## src/lfpd_pkg.sv

```systemverilog
// ----------------------------------------------------------------------------
// lfpd_pkg: shared definitions for the line follower PD drive unit
// Field widths, register indexes, reset values and datapath sizes.
// ----------------------------------------------------------------------------
package lfpd_pkg;

   localparam int COUNT_BITS  = 24;
   localparam int SAMPLE_BITS = 10;

   localparam int GAIN_W     = 10;
   localparam int THR_W      = 10;
   localparam int SPACE_W    = 8;
   localparam int DUTY_W     = 16;
   localparam int OUT_DUTY_W = 17;
   localparam int ERR_W      = 9;
   localparam int CSR_IDX_W  = 3;
   localparam int CSR_DATA_W = 16;

   // run length sum and shared multiplier operands
   localparam int N_W    = COUNT_BITS + 1;
   localparam int MA_W   = 22;
   localparam int MB_W   = (N_W + 1 > 12) ? N_W + 1 : 12;
   localparam int PROD_W = MA_W + MB_W;
   localparam int NUM_W  = PROD_W + 1;
   localparam int DCNT_W = $clog2(NUM_W + 1);
   localparam int G_W    = 32;
   localparam int MIX_W  = 36;

   localparam int DUTY_LIMIT   = 65535;
   localparam int SLOPE_FACTOR = 2000;

   typedef logic [CSR_IDX_W-1:0] csr_index_type;

   localparam csr_index_type CSR_ON_TAPE_THR  = 3'd0;
   localparam csr_index_type CSR_FOIL_THR     = 3'd1;
   localparam csr_index_type CSR_SPACING      = 3'd2;
   localparam csr_index_type CSR_LEFT_NOM     = 3'd3;
   localparam csr_index_type CSR_RIGHT_NOM    = 3'd4;
   localparam csr_index_type CSR_REV_EXTRA    = 3'd5;

   localparam logic [THR_W-1:0]   ON_TAPE_THR_RST = 10'd200;
   localparam logic [THR_W-1:0]   FOIL_THR_RST    = 10'd40;
   localparam logic [SPACE_W-1:0] SPACING_RST     = 8'd10;
   localparam logic [DUTY_W-1:0]  LEFT_NOM_RST    = 16'd31000;
   localparam logic [DUTY_W-1:0]  RIGHT_NOM_RST   = 16'd33000;
   localparam logic [DUTY_W-1:0]  REV_EXTRA_RST   = 16'd2000;

   typedef struct packed {
      logic             start;
      logic [NUM_W-1:0] dividend;
      logic [N_W-1:0]   divisor;
   } div_req_type;

   typedef struct packed {
      logic             done;
      logic [NUM_W-1:0] quotient;
   } div_rsp_type;

endpackage

```

## src/lfpd_req_if.sv

```systemverilog
// ----------------------------------------------------------------------------
// lfpd_req_if: request channel of the line follower PD drive unit
// Valid/ready handshake carrying two sensor samples and two gain settings.
// ----------------------------------------------------------------------------
interface lfpd_req_if;
   import lfpd_pkg::*;

   logic                   valid;
   logic                   ready;
   logic [SAMPLE_BITS-1:0] left_sample;
   logic [SAMPLE_BITS-1:0] right_sample;
   logic [GAIN_W-1:0]      prop_gain_raw;
   logic [GAIN_W-1:0]      deriv_gain_raw;

   modport source (
      output valid, left_sample, right_sample, prop_gain_raw, deriv_gain_raw,
      input  ready
   );

   modport sink (
      input  valid, left_sample, right_sample, prop_gain_raw, deriv_gain_raw,
      output ready
   );
endinterface

```

## src/lfpd_rsp_if.sv

```systemverilog
// ----------------------------------------------------------------------------
// lfpd_rsp_if: response channel of the line follower PD drive unit
// Valid/ready handshake carrying signed motor duties and status.
// ----------------------------------------------------------------------------
interface lfpd_rsp_if;
   import lfpd_pkg::*;

   logic                         valid;
   logic                         ready;
   logic signed [OUT_DUTY_W-1:0] left_duty;
   logic signed [OUT_DUTY_W-1:0] right_duty;
   logic                         reversing;
   logic signed [ERR_W-1:0]      line_error;

   modport source (
      output valid, left_duty, right_duty, reversing, line_error,
      input  ready
   );

   modport sink (
      input  valid, left_duty, right_duty, reversing, line_error,
      output ready
   );
endinterface

```

## src/lfpd_div.sv

```systemverilog
// ----------------------------------------------------------------------------
// lfpd_div: iterative unsigned divider
// Restoring division, one quotient bit per cycle.
// ----------------------------------------------------------------------------
module lfpd_div (
   input  logic                 clock,
   input  logic                 reset,
   input  lfpd_pkg::div_req_type div_req,
   output lfpd_pkg::div_rsp_type div_rsp
);
   import lfpd_pkg::*;

   logic              busy_ff;
   logic              done_ff;
   logic [DCNT_W-1:0] cnt_ff;
   logic [N_W-1:0]    rem_ff;
   logic [N_W-1:0]    rem_in;
   logic [N_W-1:0]    divisor_ff;
   logic [NUM_W-1:0]  quo_ff;
   logic [NUM_W-1:0]  quo_in;
   logic [N_W:0]      trial;
   logic [N_W:0]      trial_diff;
   logic              fits;

   always_comb begin
      trial      = {rem_ff, quo_ff[NUM_W-1]};
      trial_diff = trial - {1'b0, divisor_ff};
      fits       = trial >= {1'b0, divisor_ff};
      rem_in     = fits ? trial_diff[N_W-1:0] : trial[N_W-1:0];
      quo_in     = {quo_ff[NUM_W-2:0], fits};
   end

   always_ff @(posedge clock) begin
      if (reset) begin
         busy_ff <= 1'b0;
         done_ff <= 1'b0;
         cnt_ff  <= '0;
      end else begin
         if (div_req.start) begin
            busy_ff    <= 1'b1;
            done_ff    <= 1'b0;
            cnt_ff     <= '0;
            rem_ff     <= '0;
            quo_ff     <= div_req.dividend;
            divisor_ff <= div_req.divisor;
         end else if (busy_ff) begin
            rem_ff  <= rem_in;
            quo_ff  <= quo_in;
            cnt_ff  <= cnt_ff + 1'b1;
            done_ff <= (cnt_ff == DCNT_W'(NUM_W - 1));
            if (cnt_ff == DCNT_W'(NUM_W - 1)) begin
               busy_ff <= 1'b0;
            end
         end else begin
            done_ff <= 1'b0;
         end
      end
   end

   assign div_rsp.done     = done_ff;
   assign div_rsp.quotient = quo_ff;

endmodule

```

## src/line_follow_pd_drive_unit.sv

```systemverilog
// ----------------------------------------------------------------------------
// line_follow_pd_drive_unit: two-sensor PD tape follower with motor duties
// Classifies the sensors, tracks error runs, forms the PD correction with a
// shared multiplier and an iterative divider, and mixes it into the duties.
// ----------------------------------------------------------------------------
// req_chan carries left/right sensor samples and the P and D gain settings;
// rsp_chan returns signed left/right duties, a reversing flag and the line
// error used, one response per request, in order. The csr_* port writes the
// six tuning registers; write them only while no request is in flight.
// One request at a time: req_chan.ready stays low from accept until the
// response is loaded into the output register. Steps: on foil, classify and
// mix; without a derivative term yet, classify, P and run length multiplies,
// mix; with it, classify, P, run length, D and slope multiplies, add, sign,
// the one-bit-per-cycle restoring divider and mix.
// Reset is synchronous, active high: registers return to defaults, the error
// history clears, the run count restarts at one and both channels go idle.
// A stalled response waits in the output register; the next request is still
// accepted and worked, then holds in its last step until the register frees.
// ----------------------------------------------------------------------------
module line_follow_pd_drive_unit (
   input  logic                               clock,
   input  logic                               reset,
   lfpd_req_if.sink                           req_chan,
   lfpd_rsp_if.source                         rsp_chan,
   input  logic                               csr_we,
   input  lfpd_pkg::csr_index_type            csr_index,
   input  logic [lfpd_pkg::CSR_DATA_W-1:0]    csr_wdata
);
   import lfpd_pkg::*;

   typedef enum logic [3:0] {
      ST_IDLE,
      ST_CLASSIFY,
      ST_MUL_P,
      ST_MUL_PN,
      ST_MUL_D,
      ST_MUL_DS,
      ST_ADD,
      ST_SIGN,
      ST_DIV,
      ST_MIX
   } state_type;

   localparam logic signed [MB_W-1:0] SLOPE_OPERAND = MB_W'(SLOPE_FACTOR);

   state_type state_ff;

   // tuning registers
   logic [THR_W-1:0]   on_tape_ff;
   logic [THR_W-1:0]   foil_thr_ff;
   logic [SPACE_W-1:0] spacing_ff;
   logic [DUTY_W-1:0]  left_nom_ff;
   logic [DUTY_W-1:0]  right_nom_ff;
   logic [DUTY_W-1:0]  rev_extra_ff;

   // error history
   logic signed [ERR_W-1:0] last_err_ff;
   logic                    last_valid_ff;
   logic [COUNT_BITS-1:0]   run_ff;
   logic [COUNT_BITS-1:0]   prior_cnt_ff;
   logic                    prior_valid_ff;
   logic signed [ERR_W-1:0] prior_err_ff;

   // request capture and work registers
   logic [SAMPLE_BITS-1:0]  ls_ff;
   logic [SAMPLE_BITS-1:0]  rs_ff;
   logic [GAIN_W-1:0]       pgain_ff;
   logic [GAIN_W-1:0]       dgain_ff;
   logic                    foil_ff;
   logic                    deriv_ff;
   logic signed [ERR_W-1:0] e_ff;
   logic signed [ERR_W:0]   de_ff;
   logic [N_W-1:0]          n_ff;
   logic signed [PROD_W-1:0] prod_ff;
   logic signed [NUM_W-1:0] num_ff;
   logic                    neg_ff;
   logic signed [G_W-1:0]   g_ff;

   // response register
   logic                         rsp_valid_ff;
   logic signed [OUT_DUTY_W-1:0] rsp_left_ff;
   logic signed [OUT_DUTY_W-1:0] rsp_right_ff;
   logic                         rsp_rev_ff;
   logic signed [ERR_W-1:0]      rsp_err_ff;

   logic req_accept;
   assign req_accept     = req_chan.valid && req_chan.ready;
   assign req_chan.ready = (state_ff == ST_IDLE);

   // ---------------------------------------------------------------- classify
   logic                    is_foil;
   logic                    left_on;
   logic                    right_on;
   logic signed [ERR_W-1:0] s_pos;
   logic signed [ERR_W-1:0] e_calc;
   logic [COUNT_BITS-1:0]   run_in;
   logic [COUNT_BITS-1:0]   prior_cnt_in;
   logic signed [ERR_W-1:0] prior_err_in;
   logic                    prior_valid_in;
   logic [N_W-1:0]          n_in;
   logic signed [ERR_W:0]   de_in;

   always_comb begin
      is_foil  = (ls_ff < foil_thr_ff) && (rs_ff < foil_thr_ff);
      left_on  = ls_ff > on_tape_ff;
      right_on = rs_ff > on_tape_ff;
      s_pos    = $signed({1'b0, spacing_ff});

      priority if (left_on && right_on) begin
         e_calc = '0;
      end else if (right_on) begin
         e_calc = -9'sd1;
      end else if (left_on) begin
         e_calc = 9'sd1;
      end else if (last_valid_ff && (last_err_ff > 9'sd0)) begin
         e_calc = s_pos;
      end else begin
         e_calc = -s_pos;
      end

      run_in         = run_ff;
      prior_cnt_in   = prior_cnt_ff;
      prior_err_in   = prior_err_ff;
      prior_valid_in = prior_valid_ff;
      if (last_valid_ff) begin
         if (last_err_ff == e_calc) begin
            if (run_ff != '1) begin
               run_in = run_ff + 1'b1;
            end
         end else begin
            // close the old run
            prior_cnt_in   = run_ff;
            prior_err_in   = last_err_ff;
            run_in         = COUNT_BITS'(1);
            prior_valid_in = 1'b1;
         end
      end

      n_in  = {1'b0, prior_cnt_in} + {1'b0, run_in} - N_W'(1);
      de_in = {e_calc[ERR_W-1], e_calc} - {prior_err_in[ERR_W-1], prior_err_in};
   end

   // ------------------------------------------------------- shared multiplier
   logic signed [MA_W-1:0]   mul_a;
   logic signed [MB_W-1:0]   mul_b;
   logic signed [PROD_W-1:0] prod_in;

   always_comb begin
      unique case (state_ff)
         ST_MUL_P: begin
            mul_a = {{(MA_W-ERR_W){e_ff[ERR_W-1]}}, e_ff};
            mul_b = {{(MB_W-GAIN_W-1){1'b0}}, pgain_ff, 1'b0};
         end
         ST_MUL_PN: begin
            mul_a = prod_ff[MA_W-1:0];
            mul_b = {{(MB_W-N_W){1'b0}}, n_ff};
         end
         ST_MUL_D: begin
            mul_a = {{(MA_W-ERR_W-1){de_ff[ERR_W]}}, de_ff};
            mul_b = {{(MB_W-GAIN_W-1){1'b0}}, dgain_ff, 1'b0};
         end
         ST_MUL_DS: begin
            mul_a = prod_ff[MA_W-1:0];
            mul_b = SLOPE_OPERAND;
         end
         default: begin
            mul_a = '0;
            mul_b = '0;
         end
      endcase
      prod_in = mul_a * mul_b;
   end

   // ----------------------------------------------------------------- divider
   div_req_type             div_req;
   div_rsp_type             div_rsp;
   logic signed [G_W-1:0]   quo_s;

   assign div_req.start    = (state_ff == ST_SIGN);
   assign div_req.dividend = num_ff[NUM_W-1] ? NUM_W'(-num_ff) : NUM_W'(num_ff);
   assign div_req.divisor  = n_ff;
   assign quo_s            = $signed(div_rsp.quotient[G_W-1:0]);

   lfpd_div u_div (
      .clock   (clock),
      .reset   (reset),
      .div_req (div_req),
      .div_rsp (div_rsp)
   );

   // ------------------------------------------------------------------ mixing
   function automatic logic signed [OUT_DUTY_W-1:0] sat_duty(
      input logic signed [MIX_W-1:0] v
   );
      logic signed [MIX_W-1:0] lim;
      lim = MIX_W'(DUTY_LIMIT);
      if (v > lim) begin
         return OUT_DUTY_W'(lim);
      end else if (v < -lim) begin
         return OUT_DUTY_W'(-lim);
      end
      return v[OUT_DUTY_W-1:0];
   endfunction

   logic signed [MIX_W-1:0] g_x;
   logic signed [MIX_W-1:0] m_x;
   logic signed [MIX_W-1:0] ln_x;
   logic signed [MIX_W-1:0] rn_x;
   logic signed [MIX_W-1:0] ext_x;
   logic signed [MIX_W-1:0] v_x;
   logic signed [MIX_W-1:0] l_x;
   logic signed [MIX_W-1:0] r_x;
   logic                    g_pos;
   logic                    g_neg;
   logic                    spacing_hit;

   always_comb begin
      g_x   = {{(MIX_W-G_W){g_ff[G_W-1]}}, g_ff};
      g_neg = g_ff[G_W-1];
      g_pos = !g_neg && (g_ff != '0);
      m_x   = g_neg ? -g_x : g_x;
      ln_x  = $signed({{(MIX_W-DUTY_W){1'b0}}, left_nom_ff});
      rn_x  = $signed({{(MIX_W-DUTY_W){1'b0}}, right_nom_ff});
      ext_x = $signed({{(MIX_W-DUTY_W){1'b0}}, rev_extra_ff});
      v_x   = (ln_x <<< 1) - g_x - (g_x <<< 1);
      spacing_hit = (e_ff == s_pos) || (e_ff == -s_pos);

      priority if (foil_ff) begin
         l_x = -(ln_x + ext_x);
         r_x = -rn_x;
      end else if (g_pos && spacing_hit) begin
         // halve toward zero
         l_x = (v_x >>> 1) + ((v_x[MIX_W-1] && v_x[0]) ? MIX_W'(1) : MIX_W'(0));
         r_x = rn_x + g_x;
      end else if (g_neg && spacing_hit) begin
         l_x = ln_x + m_x;
         r_x = rn_x - ((m_x + (m_x <<< 1)) >>> 2);
      end else if (g_pos) begin
         l_x = ln_x - (g_x >>> 1);
         r_x = rn_x + g_x;
      end else if (g_neg) begin
         l_x = ln_x + m_x;
         r_x = rn_x - (m_x >>> 1);
      end else begin
         l_x = ln_x;
         r_x = rn_x;
      end
   end

   // --------------------------------------------------------------- registers
   always_ff @(posedge clock) begin
      if (reset) begin
         state_ff       <= ST_IDLE;
         rsp_valid_ff   <= 1'b0;
         on_tape_ff     <= ON_TAPE_THR_RST;
         foil_thr_ff    <= FOIL_THR_RST;
         spacing_ff     <= SPACING_RST;
         left_nom_ff    <= LEFT_NOM_RST;
         right_nom_ff   <= RIGHT_NOM_RST;
         rev_extra_ff   <= REV_EXTRA_RST;
         last_err_ff    <= '0;
         last_valid_ff  <= 1'b0;
         run_ff         <= COUNT_BITS'(1);
         prior_cnt_ff   <= '0;
         prior_valid_ff <= 1'b0;
         prior_err_ff   <= '0;
      end else begin
         if (csr_we) begin
            unique case (csr_index)
               CSR_ON_TAPE_THR: on_tape_ff   <= csr_wdata[THR_W-1:0];
               CSR_FOIL_THR:    foil_thr_ff  <= csr_wdata[THR_W-1:0];
               CSR_SPACING:     spacing_ff   <= csr_wdata[SPACE_W-1:0];
               CSR_LEFT_NOM:    left_nom_ff  <= csr_wdata[DUTY_W-1:0];
               CSR_RIGHT_NOM:   right_nom_ff <= csr_wdata[DUTY_W-1:0];
               CSR_REV_EXTRA:   rev_extra_ff <= csr_wdata[DUTY_W-1:0];
               default: ;
            endcase
         end

         // ST_MIX reloads the register itself when it is taken
         if (rsp_valid_ff && rsp_chan.ready && (state_ff != ST_MIX)) begin
            rsp_valid_ff <= 1'b0;
         end

         unique case (state_ff)
            ST_IDLE: begin
               if (req_accept) begin
                  ls_ff    <= req_chan.left_sample;
                  rs_ff    <= req_chan.right_sample;
                  pgain_ff <= req_chan.prop_gain_raw;
                  dgain_ff <= req_chan.deriv_gain_raw;
                  state_ff <= ST_CLASSIFY;
               end
            end
            ST_CLASSIFY: begin
               if (is_foil) begin
                  // reverse drive, history untouched
                  foil_ff  <= 1'b1;
                  e_ff     <= '0;
                  state_ff <= ST_MIX;
               end else begin
                  foil_ff        <= 1'b0;
                  e_ff           <= e_calc;
                  de_ff          <= de_in;
                  n_ff           <= n_in;
                  deriv_ff       <= prior_valid_in;
                  last_err_ff    <= e_calc;
                  last_valid_ff  <= 1'b1;
                  run_ff         <= run_in;
                  prior_cnt_ff   <= prior_cnt_in;
                  prior_err_ff   <= prior_err_in;
                  prior_valid_ff <= prior_valid_in;
                  state_ff       <= ST_MUL_P;
               end
            end
            ST_MUL_P: begin
               prod_ff  <= prod_in;
               state_ff <= ST_MUL_PN;
            end
            ST_MUL_PN: begin
               if (deriv_ff) begin
                  prod_ff  <= prod_in;
                  state_ff <= ST_MUL_D;
               end else begin
                  g_ff     <= {prod_ff[G_W-2:0], 1'b0};
                  state_ff <= ST_MIX;
               end
            end
            ST_MUL_D: begin
               num_ff   <= {prod_ff, 1'b0};
               prod_ff  <= prod_in;
               state_ff <= ST_MUL_DS;
            end
            ST_MUL_DS: begin
               prod_ff  <= prod_in;
               state_ff <= ST_ADD;
            end
            ST_ADD: begin
               num_ff   <= num_ff + {prod_ff[PROD_W-1], prod_ff};
               state_ff <= ST_SIGN;
            end
            ST_SIGN: begin
               neg_ff   <= num_ff[NUM_W-1];
               state_ff <= ST_DIV;
            end
            ST_DIV: begin
               if (div_rsp.done) begin
                  g_ff     <= neg_ff ? -quo_s : quo_s;
                  state_ff <= ST_MIX;
               end
            end
            ST_MIX: begin
               // hold until the output register is free
               if (!rsp_valid_ff || rsp_chan.ready) begin
                  rsp_valid_ff <= 1'b1;
                  rsp_left_ff  <= sat_duty(l_x);
                  rsp_right_ff <= sat_duty(r_x);
                  rsp_rev_ff   <= foil_ff;
                  rsp_err_ff   <= e_ff;
                  state_ff     <= ST_IDLE;
               end else begin
                  rsp_valid_ff <= 1'b1;
               end
            end
            default: state_ff <= ST_IDLE;
         endcase
      end
   end

   assign rsp_chan.valid      = rsp_valid_ff;
   assign rsp_chan.left_duty  = rsp_left_ff;
   assign rsp_chan.right_duty = rsp_right_ff;
   assign rsp_chan.reversing  = rsp_rev_ff;
   assign rsp_chan.line_error = rsp_err_ff;

`ifndef SYNTHESIS
   a_busy_after_accept: assert property (@(posedge clock) disable iff (reset)
      req_accept |=> !req_chan.ready)
      else $error("request accepted while a request is in flight");

   a_reverse_zero_error: assert property (@(posedge clock) disable iff (reset)
      (rsp_chan.valid && rsp_chan.reversing) |-> (rsp_chan.line_error == '0))
      else $error("reverse response carries a nonzero line error");

   a_run_nonzero: assert property (@(posedge clock) disable iff (reset)
      (run_ff != '0) && (!prior_valid_ff || (prior_cnt_ff != '0)))
      else $error("run count lost its minimum of one");

   a_div_needs_deriv: assert property (@(posedge clock) disable iff (reset)
      (state_ff == ST_DIV) |-> deriv_ff)
      else $error("divider used without a derivative term");

   a_duty_range: assert property (@(posedge clock) disable iff (reset)
      rsp_chan.valid |-> ((rsp_chan.left_duty != $signed(17'h10000)) &&
                          (rsp_chan.right_duty != $signed(17'h10000))))
      else $error("duty outside the saturation range");
`endif

endmodule
```

## src/flat_wrapper.sv

```systemverilog
// flat-port wrapper written by rule: the top's interface ports become plain ports
module line_follow_pd_drive_unit_flat import lfpd_pkg::*;
  (clock, reset, csr_we, csr_index, csr_wdata, req_chan_valid, req_chan_left_sample, req_chan_right_sample, req_chan_prop_gain_raw, req_chan_deriv_gain_raw, req_chan_ready, rsp_chan_valid, rsp_chan_left_duty, rsp_chan_right_duty, rsp_chan_reversing, rsp_chan_line_error, rsp_chan_ready);
  lfpd_req_if req_chan_i ();
  lfpd_rsp_if rsp_chan_i ();
  input  logic clock;
  input  logic reset;
  input  logic csr_we;
  input  lfpd_pkg::csr_index_type csr_index;
  input  logic [lfpd_pkg::CSR_DATA_W-1:0] csr_wdata;
  input wire logic [$bits(req_chan_i.valid)-1:0] req_chan_valid;
  input wire logic [$bits(req_chan_i.left_sample)-1:0] req_chan_left_sample;
  input wire logic [$bits(req_chan_i.right_sample)-1:0] req_chan_right_sample;
  input wire logic [$bits(req_chan_i.prop_gain_raw)-1:0] req_chan_prop_gain_raw;
  input wire logic [$bits(req_chan_i.deriv_gain_raw)-1:0] req_chan_deriv_gain_raw;
  output wire logic [$bits(req_chan_i.ready)-1:0] req_chan_ready;
  output wire logic [$bits(rsp_chan_i.valid)-1:0] rsp_chan_valid;
  output wire logic [$bits(rsp_chan_i.left_duty)-1:0] rsp_chan_left_duty;
  output wire logic [$bits(rsp_chan_i.right_duty)-1:0] rsp_chan_right_duty;
  output wire logic [$bits(rsp_chan_i.reversing)-1:0] rsp_chan_reversing;
  output wire logic [$bits(rsp_chan_i.line_error)-1:0] rsp_chan_line_error;
  input wire logic [$bits(rsp_chan_i.ready)-1:0] rsp_chan_ready;
  assign req_chan_i.valid = req_chan_valid;
  assign req_chan_i.left_sample = req_chan_left_sample;
  assign req_chan_i.right_sample = req_chan_right_sample;
  assign req_chan_i.prop_gain_raw = req_chan_prop_gain_raw;
  assign req_chan_i.deriv_gain_raw = req_chan_deriv_gain_raw;
  assign req_chan_ready = req_chan_i.ready;
  assign rsp_chan_valid = rsp_chan_i.valid;
  assign rsp_chan_left_duty = rsp_chan_i.left_duty;
  assign rsp_chan_right_duty = rsp_chan_i.right_duty;
  assign rsp_chan_reversing = rsp_chan_i.reversing;
  assign rsp_chan_line_error = rsp_chan_i.line_error;
  assign rsp_chan_i.ready = rsp_chan_ready;
  line_follow_pd_drive_unit u_core (.clock(clock), .reset(reset), .req_chan(req_chan_i), .rsp_chan(rsp_chan_i), .csr_we(csr_we), .csr_index(csr_index), .csr_wdata(csr_wdata));
endmodule
```

## config.mk

```make
export PLATFORM = sky130hd
export DESIGN_NAME = line_follow_pd_drive_unit_flat
export DESIGN_NICKNAME = d
export VERILOG_FILES = /design/src/lfpd_pkg.sv /design/src/lfpd_req_if.sv /design/src/lfpd_rsp_if.sv /design/src/lfpd_div.sv /design/src/line_follow_pd_drive_unit.sv /design/src/flat_wrapper.sv
export SDC_FILE = /design/constraint.sdc
export NUM_CORES = 2
export LEC_CHECK = 0
export BUFFER_PORTS_ARGS = -buffer_cell sky130_fd_sc_hd__buf_2
export CAP_MARGIN = 20
export CORE_MARGIN = 2
export CORE_UTILIZATION = 55
export DETAILED_ROUTE_END_ITERATION = 7
export PLACE_DENSITY = 0.72
export SYNTH_ARGS = -nofsm -noshare
export SYNTH_HDL_FRONTEND = slang
export SYNTH_SLANG_ARGS = --single-unit
```

## constraint.sdc

```tcl
create_clock -name clock -period 8.9 [get_ports clock]
set_input_delay 1.335 -clock clock [delete_from_list [all_inputs] [get_ports clock]]
set_output_delay 1.335 -clock clock [all_outputs]
set_load 0.01 [all_outputs]
```

==> run_results.csv <==
group,metric,value,unit
floorplanning,num_rows,123,
synth,postSynthAreaPerCell,8.45,sq um
power_and_ir_drop,clkPwrFrac,33.3,%
synth,async_flop_share,0,%
floorplanning,fp.dieH,341,um
grt,track_usage,33.5,%
synth,synth-main-ff-cell,"edfxtp_1",
worst_setup_path,cp.buffers_inverters,8,
sta,worst_clock_skew,0.0701,ns
sta,max_slew_margin,25.4,%
grt,first_global_vias,54600,
synth,ys_types,129,
floorplanning,die_width,341,um
floorplanning,io_pins,110,
synth,synth-edff-count,359,
grt,grt_pass1_wl,307000,um
worst_setup_path,slowest_stage,"fa_1",
grt,grt_antenna_before_repair,3,
synth,netlist_area,62500,sq um
sta,slew_viol_final,0,
sta,tightest_slew,1.12,ns
synth,yosys.area.top_type_share,17.3,%
grt,overflow,0,
placement,gp_congestion,1.01,
synth,ys_top_cells_by_area,"edfxtp_1 (17%), fa_1 (16%), ha_1 (12%), nand2_1 (6.3%), dfxtp_1 (5.0%)",
cts,cts_tree,"built",
final_layout,n_fill_cell,10000,
sta,hold_ws,0.454,ns
sta,fin_crit,8.55,ns
worst_setup_path,crit_family,"adder cells",
placement,port-buffer-count,109,
grt,grt_start_max_net_pins,97,
drt,drtAntennaViolNets,0,
synth,yosysSeqAreaShare,22.3,%
drt,wl,196000,um
final_layout,drive_gt1_share,8.88,%
cts,clk_path_buf_depth,3,
worst_setup_path,cp_max_fo,33,
synth,ys_ff_latch,516,
worst_setup_path,required,9.28,ns
synth,yosys_warnings,0,
floorplanning,die_area,116000,sq um
synth,synth_top_cell_by_area,"edfxtp_1",
worst_setup_path,endpoint_kind,"register",
worst_setup_path,cpPeakStageDelay,0.59,ns
worst_hold_path,hold_class,"reg2reg",
drt,drtIter0Drc,4256,
sta,setup-violations-final,0,
drt,drtPass1Iterations,6,
cts,clock-sinks,516,
cts,htreeDepth,2,
drt,post_drt_wl_per_cell,21.7,um
worst_setup_path,crit_type,"reg2reg",
synth,syn_inst,7391,
cts,worstSkewPairLatency,0.69,ns
power_and_ir_drop,share_seq_of_total_power,36.5,%
drt,drc_errors,0,
power_and_ir_drop,p_int,5090,uW
power_and_ir_drop,p_sw,2660,uW
power_and_ir_drop,cellPowerDensity,114,nW/um^2
power_and_ir_drop,swShare,34.3,%
floorplanning,initial_core_util,55.5,%
power_and_ir_drop,peakVddDrop,0.000173,V
worst_setup_path,crit_top_cell,"fa_1",
worst_setup_path,crit_arrival,8.93,ns
cts,cts.clk_slew.worst_paths,0.06,ns
sta,final_hold_viol_count,0,
final_layout,area_growth,8.89,%
outcome,status,"finished clean",
sta,fin_crit_sh,96.0,%
power_and_ir_drop,p_comb_share,30.2,%
drt,num_vias,54800,
sta,fmax,117,MHz
final_layout,finalNetCount,8627,
worst_setup_path,start_kind,"register",
drt,viasPerCell,6.05,
cts,numCtsBuffers,59,
floorplanning,coreArea,113000,sq um
run,maxCapViolations,0,
cts,ctsRootBufferMaster,"clkbuf_16",
cts,cts_hold_buf,0,
power_and_ir_drop,leakage,0.0299,uW
final_layout,final_core_util,60.4,%
placement,hpwl,157000,um
power by group through the flow:
stage	clock, uW	combinational [uW]	sequential [uW]
after floorplan	0	1570	2810
after global placement	0	2230	2870
after detailed placement	0	2270	2870
after CTS	2610	2280	2820
after global routing	2700	2570	2830
final	2580	2340	2830
cells in the mapped netlist, types with 14 or more instances:
cell,n
nand2_1,1050
inv_1,799
nor2_1,591
ha_1,582
fa_1,484
a21oi_1,471
edfxtp_1,359
o21ai_0,359
xnor2_1,294
clkbuf_1,254
xor2_1,197
dfxtp_1,157
a21o_1,154
nor3_1,143
nand3_1,123
or3_1,75
nand2b_1,72
nand4_1,69
nor2b_1,65
mux2i_1,61
o21a_1,60
a211oi_1,58
or2_2,56
and3_1,53
and2_1,49
o31ai_1,48
nor4_1,44
a31oi_1,43
a211o_1,34
o211ai_1,34
nand3b_1,33
o21bai_1,33
o21ai_1,21
a221oi_1,20
a22oi_1,20
a2111oi_0,19
a21boi_0,19
buf_1,18
o22ai_1,17
or4_1,17
o31a_1,15
o41ai_1,15
buf_2,14
o221ai_1,14
layer usage:
metal / vias to the layer above / routed length (um) / track usage (%)
li1: 25600 / - / -
met1: 26400 / 77400 / 41.0
met2: 2171 / 91700 / 56.1
met3: 574 / 13500 / 5.06
met4: 0 / 13600 / 19.9
met5: - / 0 / 0
path summary, 6_finish.rpt:
kind,from,endpoint,slack [ns],depth (start not counted)
setup reg to reg,u_core.state_ff[0]$_SDFFE_PP0P_,u_core.prod_ff[46]$_DFFE_PP_,0.35,32
hold reg to reg,u_core.prior_cnt_ff[6]$_SDFFE_PP0P_,u_core.prior_cnt_ff[6]$_SDFFE_PP0P_,0.45,2
hold / removal,u_core.prior_cnt_ff[6]$_SDFFE_PP0P_,u_core.prior_cnt_ff[6]$_SDFFE_PP0P_,0.45,2
setup / recovery,u_core.state_ff[0]$_SDFFE_PP0P_,u_core.prod_ff[46]$_DFFE_PP_,0.35,32
cells by family (layout without fill, tap and decap cells):
kind of cell | after synthesis | count (layout) | synth area share, %
DFF | 516 | 516 | 22.3
other | 2 | 6 | 0.0120
xor gates and xnor gates | 495 | 495 | 6.99
and+or+nand+nor | 2526 | 2526 | 18.7
buffers and inverters | 1101 | 1252 | 6.72
muxes | 64 | 64 | 1.03
adders and majority gates | 1067 | 1067 | 27.2
AOI/OAI and AO/OA | 1620 | 1620 | 17.1
timing repair:
item,in CTS,in global routing
pin swaps,0,2
endpoints found under the setup margin,2,16
gates resized for setup,3,66
buffers inserted,0,1
layout make-up:
cell class	instances	area, sq um	share of cell area [%]
timing repair buffer	338	2430	3.57
multi-input combinational	5777	44700	65.7
sequential	516	13900	20.5
tap	1500	1880	2.76
antenna	1	2.50	0.00368
clock inverter	29	357	0.524
clock buffer	80	1740	2.56
inverter	805	3020	4.44
flip-flops by register name, indices dropped and copies added, names as in the netlist, 17 cells and up:
register                    count
u_core.rsp_chan.right_duty     17
u_core.num_ff                  49
u_core.u_div.divisor_ff        25
u_core.u_div.quo_ff            49
u_core.rsp_chan.left_duty      17
u_core.n_ff                    25
u_core.prior_cnt_ff            24
u_core.prod_ff                 48
u_core.g_ff                    32
u_core.u_div.rem_ff            25
u_core.run_ff                  24
worst min-delay path: stages, from the launching register on:
cell and delay, ns:
dfxtp_1 0.31, nand2_1 0.05, a21oi_1 0.05
stage by stage:
step	TNS, ns	worst slack [ns]	instances	power [uW]	cell area (sq um)
floorplan	0	0.0859	7394	4380	62500
detailed placement	0	0.0503	8931	5140	65700
global route	-0.0531	-0.0319	9045	8100	68000
finish	0	0.353	9046	7740	68000
global placement	0	0.0947	8931	5100	65700
CTS	0	0.00466	9040	7710	67800
layout by cell type, fill, tap and decap left out, drive strengths merged, types with 33 or more instances in the layout:
master	synthesis	final
a21oi	484	484
o21a	60	60
a21o	154	154
nor4	48	48
o211ai	39	39
clkbuf	255	81
ha	582	582
xnor2	298	298
mux2i	61	61
a31oi	43	43
dfxtp	157	157
nand2	1051	1051
a211oi	62	62
a211o	34	34
xor2	197	197
nor2	593	593
nor2b	65	65
and3	55	55
o31ai	49	49
fa	484	484
nand3b	33	33
inv	805	810
nand2b	72	72
buf	41	337
or3	77	77
o21bai	33	33
o21ai	384	384
or2	59	59
nand4	69	69
nand3	128	128
nor3	145	145
edfxtp	359	359
and2	52	52
Power figures use the tool's default switching activity.
